<file path="src/hw/rtl/afclrc_pkg.sv">
// Shared types, constants and character helpers for the ASCII frame checker.
// Used by afclrc_frame and ascii_frame_checker_lrc_core; no dependencies.
package afclrc_pkg;

  // Frame capacity in characters, start character included
  localparam int MAX_CHARS = 512;
  localparam int COUNT_W   = $clog2(MAX_CHARS + 2);
  localparam int PAIR_W    = $clog2(MAX_CHARS);

  localparam logic [COUNT_W-1:0] COUNT_SAT  = COUNT_W'(MAX_CHARS + 1);
  localparam logic [COUNT_W-1:0] COUNT_CAP  = COUNT_W'(MAX_CHARS);
  localparam logic [COUNT_W-1:0] COUNT_MIN  = COUNT_W'(3);
  localparam logic [COUNT_W-1:0] COUNT_SIZE = COUNT_W'(9);
  localparam logic [COUNT_W-1:0] COUNT_ADDR = COUNT_W'(2);
  localparam logic [PAIR_W-1:0]  PAIR_DATA  = PAIR_W'(4);

  localparam logic [7:0] BOARD_ADDRESS_RESET = 8'h01;

  // Verdict codes
  localparam logic [2:0] VERDICT_SILENT   = 3'd0;
  localparam logic [2:0] VERDICT_ACCEPTED = 3'd1;
  localparam logic [2:0] VERDICT_SIZE_ERR = 3'd2;
  localparam logic [2:0] VERDICT_HEX_ERR  = 3'd3;
  localparam logic [2:0] VERDICT_LRC_ERR  = 3'd4;

  // ASCII characters
  localparam logic [7:0] CHAR_0 = 8'h30;
  localparam logic [7:0] CHAR_9 = 8'h39;
  localparam logic [7:0] CHAR_A = 8'h41;
  localparam logic [7:0] CHAR_F = 8'h46;
  // 'A' - 10, so that 'A' decodes to ten
  localparam logic [7:0] CHAR_A_BASE = 8'h37;

  typedef struct packed {
    logic [7:0] frame_char;
    logic       last_char;
  } afclrc_in_t;

  typedef struct packed {
    logic        byte_valid;
    logic [7:0]  byte_value;
    logic [7:0]  byte_index;
    logic        frame_done;
    logic [2:0]  verdict;
    logic [7:0]  frame_address;
    logic [15:0] function_code;
    logic [7:0]  data_length;
  } afclrc_out_t;

  // Result of one character: whether it yields a result item, and the item
  typedef struct packed {
    logic        present;
    afclrc_out_t item;
  } afclrc_res_t;

  function automatic logic is_hex(input logic [7:0] c);
    return ((c >= CHAR_0) && (c <= CHAR_9)) || ((c >= CHAR_A) && (c <= CHAR_F));
  endfunction

  // Non-hex characters still decode, modulo 16
  function automatic logic [3:0] nibble_of(input logic [7:0] c);
    logic [7:0] v;
    v = (c <= CHAR_9) ? (c - CHAR_0) : (c - CHAR_A_BASE);
    return v[3:0];
  endfunction

endpackage

</file>
<file path="src/hw/rtl/afclrc_frame.sv">
// Per-frame decode state and verdict logic for the ASCII frame checker.
// Depends on afclrc_pkg; instantiated by ascii_frame_checker_lrc_core.
module afclrc_frame import afclrc_pkg::*; (
  input  logic        clk,
  input  logic        rst,
  input  logic [7:0]  board_address,
  input  logic        in_fire,
  input  afclrc_in_t  in_item,
  output afclrc_res_t res
);

  logic [COUNT_W-1:0] char_count, char_count_next;
  logic [3:0]         high_nibble, high_nibble_next;
  logic [7:0]         held_byte, held_byte_next;
  logic [PAIR_W-1:0]  pair_count, pair_count_next;
  logic [7:0]         byte_sum, byte_sum_next;
  logic [7:0]         address_reg, address_reg_next;
  logic [15:0]        function_reg, function_reg_next;
  logic               hex_bad, hex_bad_next;
  logic               addr_bad, addr_bad_next;

  logic               active;
  logic [3:0]         nib;
  logic [7:0]         pair_byte;
  logic               emit;
  logic [PAIR_W-1:0]  data_pos;
  logic [PAIR_W-1:0]  data_len;
  logic [2:0]         verdict;

  // Decode one character against the current frame state
  always_comb begin
    char_count_next   = char_count;
    high_nibble_next  = high_nibble;
    held_byte_next    = held_byte;
    pair_count_next   = pair_count;
    byte_sum_next     = byte_sum;
    address_reg_next  = address_reg;
    function_reg_next = function_reg;
    hex_bad_next      = hex_bad;
    addr_bad_next     = addr_bad;
    emit              = 1'b0;

    active    = (char_count != '0) && (char_count < COUNT_CAP);
    nib       = nibble_of(in_item.frame_char);
    pair_byte = {high_nibble, nib};
    data_pos  = pair_count - PAIR_DATA;

    if (active) begin
      if (!is_hex(in_item.frame_char)) begin
        hex_bad_next = 1'b1;
        if (char_count <= COUNT_ADDR) begin
          addr_bad_next = 1'b1;
        end
      end
      if (char_count[0]) begin
        high_nibble_next = nib;
      end else begin
        // Data bytes go out one pair late, so the final pair stays as the LRC
        emit = (pair_count >= PAIR_DATA);
        if (pair_count == PAIR_W'(0)) begin
          address_reg_next = pair_byte;
        end else if (pair_count == PAIR_W'(1)) begin
          function_reg_next[15:8] = pair_byte;
        end else if (pair_count == PAIR_W'(2)) begin
          function_reg_next[7:0] = pair_byte;
        end else begin
          held_byte_next = pair_byte;
        end
        byte_sum_next   = byte_sum + pair_byte;
        pair_count_next = pair_count + PAIR_W'(1);
      end
    end

    if (char_count != COUNT_SAT) begin
      char_count_next = char_count + COUNT_W'(1);
    end

    // Verdict on the frame as it stands after this character
    data_len = pair_count_next - PAIR_DATA;
    if ((char_count_next < COUNT_MIN) || addr_bad_next ||
        (address_reg_next != board_address)) begin
      verdict = VERDICT_SILENT;
    end else if ((char_count_next < COUNT_SIZE) || !char_count_next[0] ||
                 (char_count_next > COUNT_CAP)) begin
      verdict = VERDICT_SIZE_ERR;
    end else if (hex_bad_next) begin
      verdict = VERDICT_HEX_ERR;
    end else if (byte_sum_next != 8'd0) begin
      verdict = VERDICT_LRC_ERR;
    end else begin
      verdict = VERDICT_ACCEPTED;
    end

    res.present                = emit || in_item.last_char;
    res.item.byte_valid        = emit;
    res.item.byte_value        = emit ? held_byte : 8'd0;
    res.item.byte_index        = emit ? 8'(data_pos) : 8'd0;
    res.item.frame_done        = in_item.last_char;
    res.item.verdict           = in_item.last_char ? verdict : VERDICT_SILENT;
    res.item.frame_address     = in_item.last_char ? address_reg_next : 8'd0;
    res.item.function_code     = in_item.last_char ? function_reg_next : 16'd0;
    res.item.data_length       = (in_item.last_char && (pair_count_next >= PAIR_DATA)) ?
                                 8'(data_len) : 8'd0;
  end

  // Advance the frame state on each request; clear it after the last character
  always_ff @(posedge clk) begin
    if (rst || (in_fire && in_item.last_char)) begin
      char_count   <= '0;
      high_nibble  <= '0;
      held_byte    <= '0;
      pair_count   <= '0;
      byte_sum     <= '0;
      address_reg  <= '0;
      function_reg <= '0;
      hex_bad      <= 1'b0;
      addr_bad     <= 1'b0;
    end else if (in_fire) begin
      char_count   <= char_count_next;
      high_nibble  <= high_nibble_next;
      held_byte    <= held_byte_next;
      pair_count   <= pair_count_next;
      byte_sum     <= byte_sum_next;
      address_reg  <= address_reg_next;
      function_reg <= function_reg_next;
      hex_bad      <= hex_bad_next;
      addr_bad     <= addr_bad_next;
    end
  end

endmodule

</file>
<file path="src/hw/rtl/ascii_frame_checker_lrc_core.sv">
// Top level of the ASCII frame checker: configuration register, output register
// and skid stage. Depends on afclrc_pkg and afclrc_frame.

// The block takes one frame character per cycle and answers within the same
// cycle's logic: a data byte, a frame verdict or both are registered into the
// output register, or the skid stage if the output stalls, when the request is
// accepted. Sustained rate is one character per cycle, set by the combinational
// decode in afclrc_frame. A one-entry skid stage behind the output register
// lets one more request in while a result waits; in_ready drops only while the
// skid stage is full. board_address resets to 1 and is written through the cfg
// channel, which is always ready; write it only between frames.
module ascii_frame_checker_lrc_core import afclrc_pkg::*; (
  input  logic        clk,
  input  logic        rst,
  input  logic        cfg_valid,
  output logic        cfg_ready,
  input  logic [7:0]  cfg_data,
  input  logic        in_valid,
  output logic        in_ready,
  input  afclrc_in_t  in_item,
  output logic        out_valid,
  input  logic        out_ready,
  output afclrc_out_t out_item
);

  logic        [7:0] board_address;
  logic              skid_valid;
  afclrc_out_t       skid_item;
  afclrc_res_t       res;
  logic              in_fire;
  logic              res_fire;

  assign cfg_ready = 1'b1;
  assign in_ready  = !skid_valid;
  assign in_fire   = in_valid && in_ready;
  assign res_fire  = in_fire && res.present;

  // Hold the station address
  always_ff @(posedge clk) begin
    if (rst) begin
      board_address <= BOARD_ADDRESS_RESET;
    end else if (cfg_valid && cfg_ready) begin
      board_address <= cfg_data;
    end
  end

  afclrc_frame u_frame (
    .clk           (clk),
    .rst           (rst),
    .board_address (board_address),
    .in_fire       (in_fire),
    .in_item       (in_item),
    .res           (res)
  );

  // Output register with skid: park a new result while the output is stalled
  always_ff @(posedge clk) begin
    if (rst) begin
      out_valid  <= 1'b0;
      skid_valid <= 1'b0;
    end else if (out_valid && !out_ready) begin
      if (res_fire) begin
        skid_valid <= 1'b1;
      end
    end else if (skid_valid) begin
      out_valid  <= 1'b1;
      skid_valid <= 1'b0;
    end else begin
      out_valid <= res_fire;
    end
  end

  always_ff @(posedge clk) begin
    if (out_valid && !out_ready) begin
      if (res_fire) begin
        skid_item <= res.item;
      end
    end else if (skid_valid) begin
      out_item <= skid_item;
    end else if (res_fire) begin
      out_item <= res.item;
    end
  end

  // The skid stage only fills behind a stalled output
  a_skid_behind_out: assert property (@(posedge clk) disable iff (rst)
    skid_valid |-> out_valid)
    else $error("skid stage holds a result with the output register empty");

  // Every result delivered carries a data byte or a verdict
  a_result_not_empty: assert property (@(posedge clk) disable iff (rst)
    out_valid |-> (out_item.byte_valid || out_item.frame_done))
    else $error("empty result item in output register");

  // A verdict other than silent only comes with the end of a frame
  a_verdict_at_end: assert property (@(posedge clk) disable iff (rst)
    (out_valid && (out_item.verdict != VERDICT_SILENT)) |-> out_item.frame_done)
    else $error("verdict given without frame end");

  // A full skid stage drains before another request enters
  a_skid_drains: assert property (@(posedge clk) disable iff (rst)
    (skid_valid && out_ready) |=> !skid_valid)
    else $error("skid stage failed to drain");

endmodule
</file>
<file path="config.mk">
export PLATFORM = sky130hd
export DESIGN_NAME = ascii_frame_checker_lrc_core
export DESIGN_NICKNAME = d
export VERILOG_FILES = /design/src/hw/rtl/afclrc_pkg.sv /design/src/hw/rtl/afclrc_frame.sv /design/src/hw/rtl/ascii_frame_checker_lrc_core.sv
export SDC_FILE = /design/constraint.sdc
export NUM_CORES = 1
export LEC_CHECK = 0
export ABC_CLOCK_PERIOD_IN_PS = 8300
export BUFFER_PORTS_ARGS = -buffer_cell sky130_fd_sc_hd__buf_2
export CAP_MARGIN = 20
export CORE_ASPECT_RATIO = 1.4
export CORE_MARGIN = 1.5
export CORE_UTILIZATION = 60
export CTS_CLUSTER_SIZE = 25
export DETAILED_ROUTE_END_ITERATION = 10
export PLACE_DENSITY = 0.8
export SYNTH_ARGS = -nofsm -noshare
export SYNTH_HDL_FRONTEND = slang
export SYNTH_HIERARCHICAL = 1
export SYNTH_SLANG_ARGS = --single-unit
</file>
<file path="constraint.sdc">
create_clock -name clk -period 8.3 [get_ports clk]
set_input_delay 0.83 -clock clk [delete_from_list [all_inputs] [get_ports clk]]
set_output_delay 0.83 -clock clk [all_outputs]
set_load 0.03 [all_outputs]
</file>
After elaboration in Yosys (flattened, before gate mapping)
Index checks and enable logic that the tools add are counted.
{"block": "word_totals", "register_bits": 181, "in_bits": 22}
{"block": "op_classes", "n_addsub": 7, "order_cmp": 11, "n_eq_ne": 4, "muxes": 35, "n_bitwise": 5, "reduce_logical": 27}
{"op": "two-way mux 53 bit", "n": 2}
{"op": "two-way mux 8 bit", "n": 12}
{"op": "two-way mux 16 bit", "n": 4}
{"op": ">= comparator 9 x 3 -> 1 bit (second input constant)", "n": 2}
{"op": "two-way mux 9 bit", "n": 2}
{"op": "subtractor 8 x 3 -> 8 bit (second input constant)", "n": 2}
{"op": "two-way mux 3 bit", "n": 5}
{"op": "adder 10 x 1 -> 10 bit (second input constant)", "n": 1}
{"op": "> comparator 10 bit (second input constant)", "n": 1}
{"op": "<= comparator 10 x 2 -> 1 bit (second input constant)", "n": 1}
{"op": "less-than comparator 10 bit (second input constant)", "n": 1}
{"op": "less-than comparator 10 x 2 -> 1 bit (second input constant)", "n": 1}
{"op": "less-than comparator 10 x 4 -> 1 bit (second input constant)", "n": 1}
{"op": "two-way mux 10 bit", "n": 1}
{"op": "inequality test 10 bit (second input constant)", "n": 1}
{"op": "nonzero test 10 bit", "n": 1}
{"op": "adder 9 x 1 -> 9 bit (second input constant)", "n": 1}
{"op": "== test 9 x 1 -> 1 bit (second input constant)", "n": 1}
{"op": "== test 9 x 2 -> 1 bit (second input constant)", "n": 1}
{"op": "zero test 9 bit", "n": 1}
{"op": "adder 8 bit", "n": 1}
{"op": ">= comparator 8 x 6 -> 1 bit (second input constant)", "n": 1}
{"op": ">= comparator 8 x 7 -> 1 bit (second input constant)", "n": 1}
{"op": "<= comparator 8 x 6 -> 1 bit (second input constant)", "n": 1}
{"op": "16 further kinds", "n": 43}

Longest topological paths before layout
Gate-level depths: netlist of run 1.
{"block": "depth", "word_depth": 13, "mapped_depth": 16, "mapped_depth_nobuf": 16}

Modules after synthesis
The synthesis of run 1 kept the hierarchy.
{"module": "afclrc_frame", "n_inst": 1, "cells_each": 611, "area_per_inst_um2": 4720.8, "seq_area_each_um2": 1301.2}
{"module": "ascii_frame_checker_lrc_core", "n_inst": 1, "cells_each": 204, "area_per_inst_um2": 4366.7, "seq_area_each_um2": 3383.2}

Worst setup path before layout of run 1
Ideal clock, no wire load.
{"block": "synth_timing", "path_type": "reg2reg", "start": "register u_frame.char_count[0]", "end": "register out_item[0] (netlist name), enable pin", "t_arrival_ps": 4012, "setup_slack_ps": 3824, "stages_incl_launch_ff": 11, "synth_period_minus_slack_ps": 4476, "path_cell_list": "dfxtp_1 -> buf_6 -> inv_1 -> ha_1 -> nor4b_4 -> a21oi_2 -> buf_2 -> o21ai_1 -> nand2b_1 -> a21oi_2 -> nor2_1"}
{"item": "start, declared", "line": "afclrc_frame.sv:12", "text": "logic [COUNT_W-1:0] char_count, char_count_next;"}
{"item": "start signal, assigned", "line": "afclrc_frame.sv:119", "text": "char_count <= char_count_next;"}
{"item": "end signal, assigned", "line": "ascii_frame_checker_lrc_core.sv:79", "text": "out_item <= skid_item;"}
{"item": "end signal, assigned", "line": "ascii_frame_checker_lrc_core.sv:81", "text": "out_item <= res.item;"}
{"item": "end, declared", "line": "ascii_frame_checker_lrc_core.sv:23", "text": "output afclrc_out_t out_item"}

==> impl_metrics.toml, run 1 <==
[run_status]
outcome = "completed"

[logic_synthesis]
syn_inst = 815
yosysWarnings = 6
netlist_area_sq_mm = 0.00909
synthDistinctLibCells = 71
synthArstFlopShare = 0
synthFlopType = "edfxtp_1"
ys_seq_area_frac = 0.515
synth-edff-count = 106
syn_nets = 862
ys_ff_latch = 181
avgSynthCellArea_sq_um = 11.2

[drt]
drt_wl_total_um = 18400
avgRoutedWirePerCell_um = 17.1
ant_nets = 0
drt_iter0_markers = 397
routed_via_density = 5.77
vias = 6201
drc = 0
drtPass1Iterations = 5

[clock_network]
clk_transition_reported_paths_ns = 0.07
cts_setup_buffers = 0
h-tree-depth = 4
cts_resized = 0
clk_path_buf_depth = 2
cts_tree = "built"
insertion_delay_ns = 0.43
cts-root-buf = "clkbuf_16"
numCtsBuffers = 17
postCtsHoldBufs = 0
clock-sinks = 181

[timing]
hold_ws_ns = 0.456
tightest_slew_ns = 0.985
setup_viol = 0
hold_violations = 0
drv_slew = 0
grt_setup_unrepaired = "false"
post-route-min-period_ns = 4.72
relSlewSlack = 0.339
fin_crit_sh = 0.569
tns_ns = 0
timing.fmax_mhz = 212
skew_ns = 0.00821

[min_path]
min_path_type = "register to register"

[setup_path]
crit_fanout = 9
cp.required_ns = 8.48
arrival_ns = 4.90
crit_type = "input port to register"
critPathCaptureType = "register"
startpoint_type = "input port"

[pwr]
powerDensity_mw_per_mm2 = 191
pwr-share-comb = 0.088
switchingPower_mw = 0.478
power.internal_mw = 1.44
p_leak_nw = 3.94
p_seq_frac = 0.508
vdd_drop_max_uv = 124
clkPwrFrac = 0.405
p_sw_frac = 0.249

[final_layout]
drive_above_1_share = 0.214
final_cells = 1075
diodes = 0
post-route-util = 0.676
final_cell_mix = "106 x edfxtp_1, 103 x nor2_1, 76 x buf_2"
final_nets = 917
area_growth_pct = 10.9
final_common_cell = "edfxtp_1"

[global_routing]
grt_overflow_total = 0
grt_pass1_vias = 5919
grt_pass1_wl_um = 29700
antenna_found_initial = 0
grtUsageTotal = 0.239
grt_max_degree = 61

[floorplan]
die_w_um = 107
design.die.area_sq_mm = 0.0159
die_height_um = 149
start_util = 0.609
core-area_sq_mm = 0.0149
rows = 53
ios = 78

[placement]
dp.cells = 1043
io_buffers = 76
gp_congestion = 0.843
dpl.hpwl_um = 12300

[job]
drv_cap = 0
-- per-layer routing --
| layer | GRT usage | wire length [um] | vias to the layer above |
|---|---|---|---|
| met5 | 0 | 0 | - |
| met4 | 0.0867 | 440 | 0 |
| met3 | 0.0451 | 825 | 40 |
| met2 | 0.404 | 9330 | 197 |
| met1 | 0.306 | 7770 | 2972 |
| li1 | - | - | 2992 |
-- path summary, 6_finish.rpt --
path	startpoint	endpoint	slack, ns	cells after the start
worst min register to register	u_frame/function_reg[15]	u_frame/function_reg[15]	0.46	2
worst max-delay path	in_item[2]	out_item[34]	3.58	15
worst min-delay path	u_frame/function_reg[15]	u_frame/function_reg[15]	0.46	2
worst max register to register	u_frame/char_count[0]	out_item[33]	4.35	10
-- critical path, stage by stage --
cell	delay, ns
buf_2	0.15
inv_1	0.08
ha_1	0.22
o21bai_4	0.18
a21boi_1	0.13
xnor2_1	0.79
ha_1	0.31
inv_1	0.06
fa_1	0.41
xnor2_1	0.16
or4b_2	0.62
o41ai_1	0.32
a31oi_1	0.17
nor4b_2	0.19
mux2_4	0.29
-- cells by family (layout without fill, tap and decap cells) --
family / after synthesis / count (layout) / share of synthesized area
AOI/OAI and AO/OA: 118 / 118 / 0.0900
xor gates and xnor gates: 47 / 47 / 0.0468
DFF: 181 / 181 / 0.515
adders and majority gates: 25 / 25 / 0.0352
muxes: 84 / 84 / 0.117
other: 1 / 1 / 0.000413
buffers and inverters: 73 / 141 / 0.0391
and+or+nand+nor: 286 / 286 / 0.156
-- cell type report --
cell class	instances	area, sq um
multi-input combinational	561	4060
sequential	181	4690
tap	192	240
clock buffer	17	425
clock inverter	15	145
timing repair buffer	81	418
fill	1140	4840
inverter	28	105
-- cells in the mapped netlist (11+ instances only) --
master    number  area [sq um]
a21oi_1       54           270
nor3_1        11          55.1
inv_1         28           105
nor2b_1       26           163
edfxtp_1     106          3180
mux2_4        38           571
mux2i_1       29           290
clkbuf_1      24          90.1
nor2_1       104           390
nand2_1       58           218
dfxtp_1       75          1500
mux2_2        16           180
xor2_1        18           158
nand4_1       11          68.8
xnor2_1       28           245
nand3_1       31           155
and2_1        12          75.1
ha_1          24           300
-- power groups by stage --
stage,Sequential [mW],Clock (mW),Combinational (mW)
6_report,0.975,0.778,0.168
5_1_grt,0.977,0.823,0.182
4_1_cts,0.975,0.786,0.168
3_5_place_dp,0.995,0,0.166
3_3_place_gp,0.994,0,0.163
2_1_floorplan,1.01,0,0.106
-- metrics by stage --
stage                     cell area [sq um]  worst slack [ns]  total power [mW]
after floorplan                        9090              3.82              1.12
after global placement                 9510              3.31              1.16
after detailed placement               9510              3.19              1.16
after CTS                             10100              3.63              1.93
after global routing                  10100              3.39              1.98
final                                 10100              3.58              1.92
Note: power is estimated with default switching activity, not from simulation.
==> run 2: changes to the inputs <==
ABC_CLOCK_PERIOD_IN_PS = 4600   (was 8300)
clock period = 4.6 ns   (was 8.3 ns; I/O delays follow)
==> run 2 against run 1 <==
Compared with the run above:
- worst setup slack lost 2.8 ns
- routed wire length shrank 2.1%
- highest routed layer unchanged
- cell count grew 0.56%
- largest cell class unchanged
- combinational power grew 85%
- total power grew 82%
==> impl_metrics.toml, run 2 (same netlist as run 1, synthesis figures left out) <==
[run_status]
outcome = "completed"

[final_layout]
final_cells = 1081
area_growth_pct = 11.6
drive_above_1_share = 0.223
final_nets = 923
final_cell_mix = "106 x edfxtp_1, 103 x nor2_1, 76 x buf_2"
nFillCells = 1113
diodes = 0
multi_input_area_sq_mm = 0.00406
final_area_sq_mm = 0.0101
final_common_cell = "edfxtp_1"
post-route-util = 0.680
seq_area_sq_mm = 0.00469

[global_routing]
antenna_found_initial = 0
grt_pass1_vias = 5905
grtUsageTotal = 0.234
grt_pass1_wl_um = 29200
grt_max_degree = 56
grt_overflow_total = 0

[timing]
timing.fmax_mhz = 262
drv_slew = 0
skew_ns = 0.0112
post-route-min-period_ns = 3.81
grt_setup_unrepaired = "false"
fin_crit_sh = 0.828
tightest_slew_ns = 0.912
setup_ws_ns = 0.790
setup_viol = 0
relSlewSlack = 0.392
tns_ns = 0
hold_violations = 0
hold_ws_ns = 0.229

[floorplan]
core-area_sq_mm = 0.0149
design.die.area_sq_mm = 0.0159
start_util = 0.609
die_height_um = 149
ios = 78
rows = 53
die_w_um = 107

[clock_network]
cts_setup_buffers = 0
clk_path_buf_depth = 2
cts-root-buf = "clkbuf_16"
numCtsBuffers = 17
cts_tree = "built"
insertion_delay_ns = 0.43
clk_transition_reported_paths_ns = 0.07
clock-sinks = 181
cts_resized = 0
h-tree-depth = 4
postCtsHoldBufs = 0

[placement]
dp.cells = 1049
dpl.hpwl_um = 12300
io_buffers = 76
gp_congestion = 0.878
preCtsSetupSlack_ns = 0.386
dpl_cell_area_sq_mm = 0.00955

[setup_path]
critPathCaptureType = "register"
reg2reg_to = "out_item[33]"
crit_fanout = 5
rrSetupSlack_ns = 1.07
arrival_ns = 3.98
crit_type = "input port to register"
startpoint_type = "input port"
r2r_start = "u_frame/char_count[0]"
r2r_cells = 10
cp.required_ns = 4.77
startpoint = "in_item[2]"

[min_path]
hold_depth = 2
min_path_type = "input port to register"
hold_end = "board_address[0]"
hold_start = "cfg_data[0]"

[pwr]
p_leak_nw = 3.98
powerDensity_mw_per_mm2 = 345
power_mw = 3.50
vdd_drop_max_uv = 215

[drt]
ant_nets = 0
drtPass1Iterations = 5
vias = 6221
drt_wl_total_um = 18000
drc = 0
routed_via_density = 5.75
avgRoutedWirePerCell_um = 16.6
drt_iter0_markers = 495

[job]
drv_cap = 0
-- run 2: where the power goes --
group	internal [mW]	total, mW	switching [mW]
combinational	0.107	0.310	0.203
sequential	1.74	1.76	0.0208
clock	0.771	1.43	0.663
total	2.62	3.50	0.887
-- run 2: final cells by class --
class | instances | share of cell area
sequential | 181 | 0.462
tap | 192 | 0.0237
inverter | 28 | 0.0104
clock buffer | 17 | 0.0420
timing repair buffer | 87 | 0.0457
clock inverter | 15 | 0.0158
multi-input combinational | 561 | 0.400
-- run 2: per-layer routing --
metal / part of all wire / track usage / vias up
li1: - / - / 3009
met1: 0.43 / 0.298 / 3003
met2: 0.50 / 0.397 / 173
met5: 0 / 0 / -
met3: 0.042 / 0.0381 / 36
met4: 0.024 / 0.0940 / 0
-- run 2: how the worst max path moves through the flow --
stage | endpoint | slack, ns
after floorplan | out_item[0] | 0.12
after global placement | out_item[34] | 0.45
after detailed placement | out_item[34] | 0.39
after CTS | out_item[34] | 0.82
after global routing | out_item[34] | 0.54
final | out_item[34] | 0.79
-- run 2: worst max-delay path, cell delays in order --
cell and delay (ns):
buf_2 0.14, inv_1 0.08, ha_1 0.20, o21bai_4 0.10, a211o_4 0.37, a31oi_2 0.22, inv_1 0.13, ha_1 0.32
a21oi_1 0.15, nand2_1 0.08, xor2_1 0.15, or4b_2 0.64, o41ai_1 0.32, a31oi_1 0.16, nor4b_2 0.18, mux2_4 0.29
